### src/design/lcar_pkg.sv
// Shared constants, types and helper functions of the load cell ADC reader.
package lcar_pkg;

  localparam int DATA_BITS  = 24;
  localparam int TARE_READS = 5;

  localparam int RAW_W      = 24;
  localparam int WEIGHT_W   = 32;
  localparam int SCALE_W    = 32;
  localparam int CNT_W      = 24;
  localparam int SUM_W      = 27;
  localparam int BIT_CNT_W  = $clog2(DATA_BITS + 1);
  localparam int READS_W    = $clog2(TARE_READS + 1);
  localparam int CMD_W      = 2;
  localparam int CFG_IDX_W  = 3;
  localparam int CFG_DATA_W = 32;

  // Tare average by multiplication with a rounded-up reciprocal.
  localparam int DIV_SHIFT   = 30;
  localparam int DIV_RECIP   = ((1 << DIV_SHIFT) + TARE_READS - 1) / TARE_READS;
  localparam int DIV_RECIP_W = $clog2(DIV_RECIP + 1);
  localparam int DIV_PROD_W  = SUM_W + DIV_RECIP_W;

  localparam int FRAC_SHIFT = 16;
  localparam int PROD_W     = RAW_W + 2 + SCALE_W;

  localparam logic [CMD_W-1:0] CMD_READ = 2'd1;
  localparam logic [CMD_W-1:0] CMD_TARE = 2'd2;

  localparam logic [CFG_IDX_W-1:0] REG_GAIN_CLKS    = 3'd0;
  localparam logic [CFG_IDX_W-1:0] REG_TIMEOUT      = 3'd1;
  localparam logic [CFG_IDX_W-1:0] REG_TARE_GAP     = 3'd2;
  localparam logic [CFG_IDX_W-1:0] REG_SCALE_RECIP  = 3'd3;
  localparam logic [CFG_IDX_W-1:0] REG_POWER_DOWN   = 3'd4;

  typedef struct packed {
    logic [1:0]         gain_clks;
    logic [CNT_W-1:0]   timeout_ticks;
    logic [CNT_W-1:0]   tare_gap_ticks;
    logic [SCALE_W-1:0] scale_recip;
    logic               power_down;
  } lcar_cfg_t;

  typedef struct packed {
    logic                    valid;
    logic                    sck;
    logic                    busy;
    logic                    done;
    logic                    tout;
    logic                    tared;
    logic                    tare_done;
    logic signed [RAW_W-1:0] raw;
    logic signed [SUM_W-1:0] sum;
  } lcar_step_t;

  typedef struct packed {
    logic                       sck;
    logic                       busy;
    logic                       done;
    logic                       tout;
    logic                       tared;
    logic signed [RAW_W-1:0]    raw;
    logic signed [WEIGHT_W-1:0] weight;
  } lcar_res_t;

  function automatic logic signed [RAW_W-1:0] sext_sample(input logic [RAW_W-1:0] w);
    logic signed [RAW_W-1:0] r;
    for (int i = 0; i < RAW_W; i++) begin
      r[i] = (i < DATA_BITS) ? w[i] : w[DATA_BITS-1];
    end
    return r;
  endfunction

endpackage

### src/design/lcar_ctrl.sv
// Converter sequencer: wait for data ready, clock out the sample, tare accumulation.
module lcar_ctrl import lcar_pkg::*; (
  input  logic             clk,
  input  logic             rst_n,
  input  logic             take,
  input  logic [CMD_W-1:0] cmd,
  input  logic             dout,
  input  lcar_cfg_t        cfg,
  output lcar_step_t       step
);

  localparam logic [2:0] PH_IDLE = 3'd0;
  localparam logic [2:0] PH_WAIT = 3'd1;
  localparam logic [2:0] PH_HIGH = 3'd2;
  localparam logic [2:0] PH_LOW  = 3'd3;
  localparam logic [2:0] PH_GAP  = 3'd4;

  logic [2:0]              phase_r, phase_nxt;
  logic [RAW_W-1:0]        shift_r, shift_nxt;
  logic [BIT_CNT_W-1:0]    bits_r, bits_nxt;
  logic [1:0]              pulses_r, pulses_nxt;
  logic [CNT_W-1:0]        wait_r, wait_nxt;
  logic signed [SUM_W-1:0] sum_r, sum_nxt;
  logic [READS_W-1:0]      reads_r, reads_nxt;
  logic                    tared_r, tared_nxt;
  logic                    tmode_r, tmode_nxt;
  logic                    ttout_r, ttout_nxt;

  logic                    fin;
  logic                    rtout;
  logic signed [RAW_W-1:0] raw_f;
  logic signed [SUM_W-1:0] sum_add;

  always_comb begin
    phase_nxt  = phase_r;
    shift_nxt  = shift_r;
    bits_nxt   = bits_r;
    pulses_nxt = pulses_r;
    wait_nxt   = wait_r;
    sum_nxt    = sum_r;
    reads_nxt  = reads_r;
    tared_nxt  = tared_r;
    tmode_nxt  = tmode_r;
    ttout_nxt  = ttout_r;
    fin        = 1'b0;
    rtout      = 1'b0;
    raw_f      = '0;
    sum_add    = '0;
    step       = '0;

    if (cfg.power_down) begin
      phase_nxt = PH_IDLE;
      reads_nxt = '0;
      sum_nxt   = '0;
      ttout_nxt = 1'b0;
      step.sck  = 1'b1;
    end else begin
      if (phase_r == PH_IDLE && (cmd == CMD_READ || cmd == CMD_TARE)) begin
        tmode_nxt = (cmd == CMD_TARE);
        sum_nxt   = '0;
        reads_nxt = '0;
        ttout_nxt = 1'b0;
        wait_nxt  = '0;
        phase_nxt = PH_WAIT;
      end

      unique case (phase_nxt)
        PH_WAIT: begin
          if (!dout) begin
            phase_nxt  = PH_HIGH;
            bits_nxt   = '0;
            pulses_nxt = '0;
            shift_nxt  = '0;
          end else if (wait_nxt >= cfg.timeout_ticks) begin
            fin   = 1'b1;
            rtout = 1'b1;
          end else begin
            wait_nxt = wait_nxt + 1'b1;
          end
        end
        PH_HIGH: begin
          step.sck  = 1'b1;
          phase_nxt = PH_LOW;
        end
        PH_LOW: begin
          if (bits_nxt < BIT_CNT_W'(DATA_BITS)) begin
            shift_nxt = {shift_nxt[RAW_W-2:0], dout};
            bits_nxt  = bits_nxt + 1'b1;
          end else begin
            pulses_nxt = pulses_nxt + 1'b1;
          end
          if (bits_nxt < BIT_CNT_W'(DATA_BITS) || pulses_nxt < cfg.gain_clks) begin
            phase_nxt = PH_HIGH;
          end else begin
            fin = 1'b1;
          end
        end
        PH_GAP: begin
          wait_nxt = wait_nxt + 1'b1;
          if (wait_nxt >= cfg.tare_gap_ticks) begin
            wait_nxt  = '0;
            phase_nxt = PH_WAIT;
          end
        end
        default: begin
          phase_nxt = PH_IDLE;
        end
      endcase

      if (fin) begin
        raw_f = rtout ? '0 : sext_sample(shift_nxt);
        if (!tmode_nxt) begin
          phase_nxt = PH_IDLE;
          step.done = 1'b1;
          step.tout = rtout;
          step.raw  = raw_f;
        end else begin
          sum_add   = sum_nxt + SUM_W'(raw_f);
          reads_nxt = reads_nxt + 1'b1;
          if (rtout) begin
            ttout_nxt = 1'b1;
          end
          if (reads_nxt >= READS_W'(TARE_READS)) begin
            tared_nxt      = 1'b1;
            step.done      = 1'b1;
            step.tout      = ttout_nxt;
            step.raw       = raw_f;
            step.tare_done = 1'b1;
            step.sum       = sum_add;
            phase_nxt      = PH_IDLE;
            reads_nxt      = '0;
            sum_nxt        = '0;
            ttout_nxt      = 1'b0;
          end else begin
            sum_nxt   = sum_add;
            wait_nxt  = '0;
            phase_nxt = (cfg.tare_gap_ticks != '0) ? PH_GAP : PH_WAIT;
          end
        end
      end
    end

    step.valid = take;
    step.busy  = (phase_nxt != PH_IDLE);
    step.tared = tared_nxt;
  end

  always_ff @(posedge clk) begin
    if (!rst_n) begin
      phase_r  <= PH_IDLE;
      shift_r  <= '0;
      bits_r   <= '0;
      pulses_r <= '0;
      wait_r   <= '0;
      sum_r    <= '0;
      reads_r  <= '0;
      tared_r  <= 1'b0;
      tmode_r  <= 1'b0;
      ttout_r  <= 1'b0;
    end else if (take) begin
      phase_r  <= phase_nxt;
      shift_r  <= shift_nxt;
      bits_r   <= bits_nxt;
      pulses_r <= pulses_nxt;
      wait_r   <= wait_nxt;
      sum_r    <= sum_nxt;
      reads_r  <= reads_nxt;
      tared_r  <= tared_nxt;
      tmode_r  <= tmode_nxt;
      ttout_r  <= ttout_nxt;
    end
  end

endmodule

### config.mk
export PLATFORM = sky130hd
export DESIGN_NAME = lcar_ctrl
export DESIGN_NICKNAME = d
export VERILOG_FILES = /design/src/design/lcar_pkg.sv /design/src/design/lcar_ctrl.sv
export SDC_FILE = /design/constraint.sdc
export NUM_CORES = 1
export LEC_CHECK = 0
export BUFFER_PORTS_ARGS = -buffer_cell sky130_fd_sc_hd__buf_2
export CAP_MARGIN = 10
export CORE_ASPECT_RATIO = 0.5
export CORE_MARGIN = 2
export CORE_UTILIZATION = 53
export CTS_CLUSTER_DIAMETER = 120
export DETAILED_ROUTE_END_ITERATION = 10
export PLACE_DENSITY = 0.76
export REMOVE_ABC_BUFFERS = 1
export SLEW_MARGIN = 20
export SYNTH_ARGS = -nofsm -noshare
export SYNTH_HDL_FRONTEND = slang
export SYNTH_SLANG_ARGS = --single-unit
### constraint.sdc
create_clock -name clk -period 15.3 [get_ports clk]
set_input_delay 2.295 -clock clk [delete_from_list [all_inputs] [get_ports clk]]
set_output_delay 2.295 -clock clk [all_outputs]
set_load 0.01 [all_outputs]
==> metrics.txt, run 1 <==
Syn. warnings=0; worst hold path type=reg2reg; clk buf depth=2; maximum clock frequency=around 87 MHz; Total Negative Setup Slacks=0 ns; pwr/cell area=between 60 and 70 nW/µm²; vias=8,295; TritonCTS clock tree=built; Final Setup Violations=0; Routed Antenna Nets=0; sw power=0.1587 mW; H-tree level count=3; Layout area overhead=11.84%; sequential share of the synthesized area=0.2222; layout cells sized above 1=0.1512; endpoints failing hold=0; Net count, final=1,361; GPL Wtd Cong=between 0.9 and 1; clock latency on the worst-skew pair=around 0.35 ns; Worst Tran Pin Value=1.090 ns; Tot GR Track Use=0.2703; synthesized area per cell=7.334 µm²; # hold bufs at CTS=0; Final Util=0.6011; starting density of the core=0.5375; Worst setup EP type=primary output; CP Launch Type=primary input; Setup Buffers After CTS=0; Sw Share=0.2816; slew margin rel.=0.2666; clock share of power=0.444; clk slew on worst S/H paths=0.07 ns; # DRC=0; # resized after CTS=0; post-DR vias/cell=5.921; Lkg Pwr=about 4.1 nW; worst vdd ir=0.04741 mV; first-pass GRT wire length=37,250 µm; Final Power=between 0.5 and 0.6 mW; Mapped Area=8199 µm²; Filler Cell Count=1,441; core area=15,250 µm²; WL per Instance=16.04 µm; Logic pwr share=0.133; post-route cell area=approximately 9200 µm²; outcome=finished, final reports clean; Yosys cell types=between 70 and 80; Worst Skew=0.008041 ns; Worst Path Max Fanout=50; Multi-input gate area=5807 µm²; fin crit share=0.7517; die area=16,540 µm²; Cell Rows=32; max cap viols=0; GRT Residual Overflow=0; Crit Path Category=in2out; CP required=between 10 and 15 ns; Pins Over Slew Limit=0; dominant synthesized flop cell=dfxtp_1; Placed Area=8845 µm²; Die X=~180 µm; CTS Buf Count=9; Iteration-0 DRC Markers=611; # IOs=between 100 and 150; CTS Sinks=91; DPL Wire Length=16,710 µm; Worst EP arrival=9.21 ns; Detailed Route WL=22,470 µm; ys async rst share=0; R2R setup slack=8.15 ns; Die Span Y=91.95 µm; RSZ-0062 raised after global routing=no; pin count of the biggest net entering global routing=around 50; FF+latch count, synth=91; n_diodes=0; FF+latch area=1822 µm²; commonest non-fill, non-tap cells in the layout=156 x nand2_1, 114 x buf_2, 109 x nor2_1; antenna violations before repair=0; Int Pwr=between 0.4 and 0.5 mW; Root Driver=clkbuf_16; most common cell after layout, fill and taps aside=nand2_1; number of flops mapped to enable cells by yosys=0; Reg power frac=0.423; first drt pass iteration count=7; PortBufs=114; Syn Inst Count=1,118; number of global-route vias before repair=between 7,000 and 8,000; Final min period=11.50 ns
-- worst max-delay path, cell delays in order --
cell	delay (ns)
buf_2	0.07
inv_1	0.03
ha_1	0.37
or4_1	0.81
buf_4	0.42
nand2_1	0.23
inv_1	0.11
ha_1	0.28
nand4_1	0.13
nor3_1	0.46
nand4_1	0.25
a211oi_4	0.25
or3_4	0.55
a21oi_1	0.18
fa_1	0.51
a21o_1	0.22
a221o_1	0.39
a21oi_1	0.25
o21ai_0	0.22
a2111o_1	0.50
a31oi_1	0.22
xor2_1	0.23
nor2_1	0.06
buf_2	0.15
-- final cells by class --
cell class | count | area share
Clock buffer | 10 | 0.02497
Timing Repair Buffer | 128 | 0.07368
Clock inverter | 6 | 0.01051
Sequential cell | 91 | 0.1987
Multi-Input combinational cell | 886 | 0.6332
Inverter | 76 | 0.03111
Tap cell | 204 | 0.02783
-- registers in the layout, indices dropped and copies added (netlist names) --
signal and count:
wait_r 24, phase_r 3, reads_r 3, tared_r 1
ttout_r 1, bits_r 5, tmode_r 1, pulses_r 2
sum_r 27, shift_r 24
-- Yosys cell counts, drive strengths merged, types with 2 or more instances --
cell type / instances / area, µm²
buf: 24 / 148.9
o21ai: 43 / 219.0
o211ai: 4 / 30.03
o2111ai: 5 / 43.79
nand2b: 8 / 50.05
a21o: 21 / 157.7
or4: 5 / 37.54
a311oi: 2 / 17.52
a221o: 5 / 50.05
a22oi: 36 / 270.3
nor3: 11 / 66.32
or3: 4 / 30.03
xor2: 19 / 166.4
dfxtp: 91 / 1822
o22ai: 31 / 193.9
a31oi: 10 / 62.56
a2bb2oi: 2 / 17.52
a41oi: 7 / 61.31
a21boi: 3 / 22.52
ha: 79 / 988.5
nor2b: 8 / 50.05
nor4: 12 / 90.09
o21a: 9 / 67.56
and3: 13 / 81.33
o311ai: 2 / 17.52
a211oi: 35 / 365.4
a32o: 5 / 50.05
inv: 76 / 285.3
and2: 42 / 262.8
xnor2: 29 / 254.0
nand2: 158 / 598.1
a2111o: 2 / 22.52
o32ai: 2 / 17.52
a31o: 3 / 26.28
a211o: 4 / 35.03
nand4: 13 / 81.33
mux2i: 4 / 40.04
clkbuf: 41 / 153.9
a21oi: 82 / 410.4
a32oi: 4 / 35.03
o31ai: 6 / 45.04
a22o: 3 / 26.28
nand3: 32 / 160.2
nor2: 111 / 426.7
-- worst paths after layout --
check / from / endpoint / depth (start not counted)
worst max-delay path: cmd[0] / step[16] / 24
worst min-delay path: tared_r$_SDFFE_PN0P_ / tared_r$_SDFFE_PN0P_ / 1
worst max register to register: phase_r[0]$_SDFFE_PN0P_ / wait_r[20]$_SDFFE_PN0P_ / 20
worst min register to register: tared_r$_SDFFE_PN0P_ / tared_r$_SDFFE_PN0P_ / 1
-- routing by layer --
| layer | global-route usage | up-vias | part of all wire |
|---|---|---|---|
| met2 | 0.4489 | 257 | 0.45 |
| li1 | - | 4168 | - |
| met5 | 0 | - | 0 |
| met3 | 0.04051 | 43 | 0.054 |
| met4 | 0.07995 | 0 | 0.021 |
| met1 | 0.3647 | 3827 | 0.48 |
-- logic make-up after synthesis --
logic type,count (synthesis),share of synthesized area
multiplexers,5,0.006257
buffers and inverters,141,0.07172
adder cells (fa/ha/maj),80,0.1230
AO/OA/AOI/OAI,330,0.2829
AND/OR/NAND/NOR,423,0.2426
flip-flops,91,0.2222
XOR/XNOR,48,0.05127
-- per-stage QoR --
step | setup WS (ns) | std cells | hold WS [ns]
after floorplan | 4.693 | 1053 | 0.4310
after global placement | 3.943 | 1385 | 0.4446
after detailed placement | 3.793 | 1385 | 0.4441
after CTS | 3.765 | 1401 | 0.4667
after global routing | 3.304 | 1401 | 0.4856
final | 3.799 | 1401 | 0.4660
-- power groups by stage --
stage	logic [mW]	clock network [mW]	registers, mW
global route	0.0826	0.262	0.239
global placement	0.0719	0	0.244
finish	0.0752	0.250	0.238
floorplan	0.0409	0	0.244
detailed placement	0.0740	0	0.244
CTS	0.0741	0.253	0.238
No activity file was read; power rests on OpenSTA's default activity.
==> inputs of run 2 (changes only) <==
==> constraint.sdc (replaced) <==
create_clock -name clk -period 11.3 [get_ports clk]
set_input_delay 1.695 -clock clk [delete_from_list [all_inputs] [get_ports clk]]
set_output_delay 1.695 -clock clk [all_outputs]
set_load 0.01 [all_outputs]
==> metrics.txt, run 2 (same netlist as run 1, synthesis figures left out) <==
outcome=finished, final reports clean; Worst R2R End=sum_r[25]$_SDFFE_PN0P_; PortBufs=114 (unchanged); max cap viols=0 (unchanged); number of global-route vias before repair=7,665 (-0.10%); # hold bufs at CTS=0 (unchanged); GPL Wtd Cong=0.9582 (+3.8%); Final min period=about 10 ns; Logic pwr share=0.140 (+0.007); Die Span Y=91.95 µm (unchanged); CP required=9.61 ns (-3.40 ns); Layout area overhead=11.89% (about the same); sw power=0.2106 mW (+33%); most common cell after layout, fill and taps aside=nand2_1; Total Negative Setup Slacks=0 ns (unchanged); first drt pass iteration count=5 (-2); Final Setup Violations=0 (unchanged); Lkg Pwr=4.072 nW (+0.16%); CTS Sinks=91 (unchanged); first-pass GRT wire length=36,710 µm (-1.4%); core area=15,250 µm² (unchanged); GRT Residual Overflow=0 (unchanged); worst vdd ir=0.05460 mV (+15%); Worst Slack Setup Final=1.568 ns (-2.230 ns); Iteration-0 DRC Markers=813 (+33%); worst hold path type=reg2reg; Critical Path End=step[25]; max reg flops=27 (unchanged); # DRC=0 (unchanged); worst setup path start=cmd[0]; Crit Path Category=in2out; fin crit share=0.8612; Crit-path slowest cell=nor3_1; Routed Antenna Nets=0 (unchanged); clock latency on the worst-skew pair=0.34 ns (about the same); Worst EP arrival=8.04 ns (-1.17 ns); layout cells sized above 1=0.1535 (+0.002250); pin count of the biggest net entering global routing=39 (-24%); Setup Buffers After CTS=0 (unchanged); stages on the worst setup path=25 (+4.2%); vias=8,429 (+1.6%); die area=16,540 µm² (unchanged); endpoints failing hold=0 (unchanged); Crit path largest cell delay=0.50 ns (-0.31 ns); TritonCTS clock tree=built; Worst Path Max Fanout=36 (-28%); Detailed Route WL=22,460 µm (about the same); Reg power frac=0.436 (+0.013); Root Driver=clkbuf_16; # resized after CTS=0 (unchanged); clk buf depth=2 (unchanged); Int Pwr=0.5297 mW (+31%); post-DR vias/cell=6.008 (+1.5%); R2R setup slack=4.82 ns (-3.33 ns); n_diodes=0 (unchanged); FF-to-FF path depth=21 (+5.0%); Cell Rows=32 (unchanged); WL per Instance=16.01 µm (-0.17%); CTS Buf Count=9 (unchanged); beginning of the worst register-to-register path=phase_r[2]$_SDFFE_PN0P_; # IOs=147 (unchanged); DPL Wire Length=16,890 µm (+1.1%); Filler Cell Count=1,448 (+0.49%); CP Launch Type=primary input; CP top delay family=compound AO/OA/AOI/OAI gates; maximum clock frequency=102.8 MHz; Worst Tran Pin Value=1.148 ns (+0.05755 ns); Tot GR Track Use=0.2673 (-0.003005); largest registers=sum_r: 27 flops, shift_r: 24 flops, wait_r: 24 flops; Worst Skew=0.006812 ns (-0.001229 ns); H-tree level count=3 (unchanged); RSZ-0062 raised after global routing=no; pre-CTS setup slack=1.670 ns (-2.122 ns); Sw Share=0.2845 (+0.002867); clock share of power=0.424 (-0.020); slew margin rel.=0.2298 (-0.03680); Reg with most FFs=sum_r; Pins Over Slew Limit=0 (unchanged); Net count, final=1,364 (+0.22%); Worst setup EP type=primary output; Buf/Inv on CP=6 (+1); clk slew on worst S/H paths=0.07 ns (about the same); Die X=179.9 µm (unchanged); commonest non-fill, non-tap cells in the layout=156 x nand2_1, 114 x buf_2, 109 x nor2_1; Worst Hold Slack=0.4678 ns (+0.001864 ns); starting density of the core=0.5375 (unchanged); antenna violations before repair=0 (unchanged); pwr/cell area=80.70 nW/µm² (+31%)
[run 2: cell types whose count changed in the layout (fill, tap and decap cells not counted), sizes merged]
cell    delta
buf        +3
bufinv     -1
[run 2: worst min-delay path by stage]
stage	cells past startpoint	from	slack (ns)	to
floorplan	2	wait_r[1]$_SDFFE_PN0P_	0.43	wait_r[1]$_SDFFE_PN0P_
global placement	1	tared_r$_SDFFE_PN0P_	0.44	tared_r$_SDFFE_PN0P_
detailed placement	1	tared_r$_SDFFE_PN0P_	0.45	tared_r$_SDFFE_PN0P_
CTS	2	sum_r[7]$_SDFFE_PN0P_	0.47	sum_r[7]$_SDFFE_PN0P_
global route	2	sum_r[13]$_SDFFE_PN0P_	0.49	sum_r[13]$_SDFFE_PN0P_
finish	2	sum_r[11]$_SDFFE_PN0P_	0.47	sum_r[11]$_SDFFE_PN0P_
[run 2: cell type report]
class,count,area [µm²],share of cell area
sequential,91,1822,0.1986
clock buffer,10,239.0,0.02605
clock inverter,5,60.06,0.006547
tap,204,255.2,0.02782
timing repair buffer,131,698.2,0.07610
multi-input combinational,886,5814,0.6338
inverter,76,285.3,0.03110
[run 2: power groups by stage]
stage          Combinational [mW]  Sequential [mW]  Clock [mW]
3_5_place_dp                0.101            0.330           0
2_1_floorplan              0.0554            0.330           0
5_1_grt                     0.113            0.323       0.331
4_1_cts                     0.101            0.323       0.320
3_3_place_gp               0.0982            0.330           0
6_report                    0.103            0.323       0.314
[run 2: stage by stage]
| stage | cells | cell area, µm² | util | power, mW |
|---|---|---|---|---|
| after floorplan | 1053 | 7896 | - | 0.3853 |
| after global placement | 1388 | 8867 | 0.5813 | 0.4285 |
| after detailed placement | 1388 | 8867 | 0.5813 | 0.4311 |
| after CTS | 1403 | 9166 | 0.6009 | 0.7442 |
| after global routing | 1403 | 9174 | 0.6014 | 0.7671 |
| final | 1403 | 9174 | 0.6014 | 0.7404 |
[run 2: layer usage]
layer	share of wire	wire, µm	vias up	track usage
li1	-	-	4180	-
met1	0.46	10350	3885	0.3505
met2	0.45	10010	318	0.4374
met3	0.070	1567	46	0.04686
met4	0.024	543	0	0.1098
met5	0	0	-	0
[run 2: worst min-delay path, cell delays in order, from the launching register on]
cell     delay, ns
dfxtp_1       0.31
nand2_1       0.05
o22ai_1       0.06
==> inputs of run 3 (changes only) <==
==> constraint.sdc (replaced) <==
create_clock -name clk -period 11.3 [get_ports clk]
set_input_delay 3.39 -clock clk [delete_from_list [all_inputs] [get_ports clk]]
set_output_delay 3.39 -clock clk [all_outputs]
set_load 0.01 [all_outputs]
==> metrics.txt, run 3 (same netlist as run 1, synthesis figures left out) <==
outcome=finished, violations left; failing checks=negative setup slack; post-DR vias/cell=6.031 (+0.38%); Routed Antenna Nets=0 (unchanged); worst vdd ir=0.07560 mV (+38%); commonest non-fill, non-tap cells in the layout=154 x buf_4, 148 x nand2_1, 112 x buf_2; Tot GR Track Use=0.3065 (+0.03920); Worst Hold Slack=0.4670 ns (-0.0008970 ns); die area=16,540 µm² (unchanged); Pins Over Slew Limit=0 (unchanged); PortBufs=114 (unchanged); fin crit share=1.060 (+0.1983); antenna violations before repair=0 (unchanged); Reg with most FFs=sum_r; Net count, final=1,522 (+12%); slew margin rel.=0.2538 (+0.02396); Crit path largest cell delay=0.48 ns (-0.02 ns); pin count of the biggest net entering global routing=39 (unchanged); # IOs=147 (unchanged); # DRC=0 (unchanged); WL per Instance=17.26 µm (+7.8%); pwr/cell area=66.91 nW/µm² (-17%); largest registers=sum_r: 27 flops, shift_r: 24 flops, wait_r: 24 flops; starting density of the core=0.5375 (unchanged); Placed Area=9783 µm² (+10%); Crit-path slowest cell=or4_4; RSZ-0062 raised after global routing=yes; Detailed Route WL=26,960 µm (+20%); Die Span Y=91.95 µm (unchanged); Lkg Pwr=4.950 nW (+22%); max reg flops=27 (unchanged); CP Launch Type=primary input; Cell Rows=32 (unchanged); cell repeated most along the worst path=buf_4; GRT Residual Overflow=0 (unchanged); Worst EP arrival=8.58 ns (+0.54 ns); Final Setup Violations=17 (+17); Worst Tran Pin Value=1.112 ns (-0.03570 ns); CTS Sinks=91 (unchanged); number of global-route vias before repair=8,943 (+17%); clk buf depth=2 (unchanged); clock latency on the worst-skew pair=0.35 ns (about the same); Layout Cells excl Fill=1,562 (+11%); DPL Wire Length=17,970 µm (+6.4%); H-tree level count=3 (unchanged); Root Driver=clkbuf_16; Layout area overhead=36.67%; Buf/Inv on CP=9 (+3); Final Util=0.7346 (+0.1332); Iteration-0 DRC Markers=871 (+7.1%); Filler Cell Count=1,136 (-22%); GPL Wtd Cong=0.9512 (-0.73%); post-route cell area=11,210 µm² (+22%); endpoints failing hold=0 (unchanged); core area=15,250 µm² (unchanged); vias=9,420 (+12%); TritonCTS clock tree=built; most common cell after layout, fill and taps aside=buf_4; Final min period=11.97 ns (+2.241 ns); Crit Path Category=in2out; Die X=179.9 µm (unchanged); Worst Path Max Fanout=7 (-81%); first-pass GRT wire length=42,210 µm (+15%); n_diodes=0 (unchanged); clk slew on worst S/H paths=0.07 ns (about the same); worst hold path type=reg2reg; Worst Slack Setup Final=-0.6732 ns (-2.241 ns); CP required=7.91 ns (-1.70 ns); Worst setup EP type=primary output; first drt pass iteration count=7 (+2); layout cells sized above 1=0.3292 (+0.1757); max cap viols=0 (unchanged); CTS Buf Count=9 (unchanged); Worst Skew=0.009424 ns (+0.002612 ns); Cells after DPL=1,505 (+8.4%); maximum clock frequency=83.52 MHz (-19%); CP top delay family=compound AO/OA/AOI/OAI gates
-- run 3: tightest hold or removal path, stage by stage (launching register included) --
cell     delay (ns)
dfxtp_1        0.31
nand2_1        0.05
o22ai_1        0.06
-- run 3: layout make-up --
class | instances | area [µm²] | area share
clock inverter | 7 | 60.06 | 0.005360
sequential | 91 | 1822 | 0.1626
multi-input combinational | 886 | 6514 | 0.5813
inverter | 76 | 292.8 | 0.02613
clock buffer | 9 | 225.2 | 0.02010
timing repair buffer | 289 | 2037 | 0.1818
tap | 204 | 255.2 | 0.02278
-- run 3: per-layer routing --
metal  wire length [µm]  global-route usage  vias up
li1                   -                   -     4487
met1              11310              0.3882     4426
met2              12860              0.5307      405
met3               1900             0.04805      102
met4                894              0.1118        0
met5                  0                   0        -
-- run 3: through the flow --
stage	power [mW]	setup TNS [ns]	setup slack (ns)
floorplan	0.3853	-27.52	-1.497
global placement	0.4353	-8.171	-0.7813
detailed placement	0.4382	-9.402	-0.8536
CTS	0.7502	-3.390	-0.4546
global route	0.7736	-10.52	-0.8630
finish	0.7498	-6.514	-0.6732
-- run 3: path summary, 6_finish.rpt --
path	to	cells after the start	slack, ns	from
worst max-delay path	step[25]	28	-0.67	cmd[0]
worst min-delay path	sum_r[20]$_SDFFE_PN0P_	2	0.47	sum_r[20]$_SDFFE_PN0P_
worst min register to register	sum_r[20]$_SDFFE_PN0P_	2	0.47	sum_r[20]$_SDFFE_PN0P_
worst max register to register	sum_r[25]$_SDFFE_PN0P_	29	5.31	phase_r[2]$_SDFFE_PN0P_
-- run 3: repair_timing --
action,in CTS,in global routing
pin swaps,57,60
gates cloned,3,1
hold buffers,0,0
setup buffers,25,21
resized for setup,106,54
hold endpoints to repair,0,0
setup endpoints to repair,20,21
-- run 3: power by group --
| group | internal, mW | switching (mW) | leakage, nW |
|---|---|---|---|
| sequential | 0.321 | 0.00184 | 0.733 |
| clock | 0.153 | 0.148 | 0.131 |
| combinational | 0.0441 | 0.0821 | 4.09 |
| total | 0.518 | 0.232 | 4.95 |
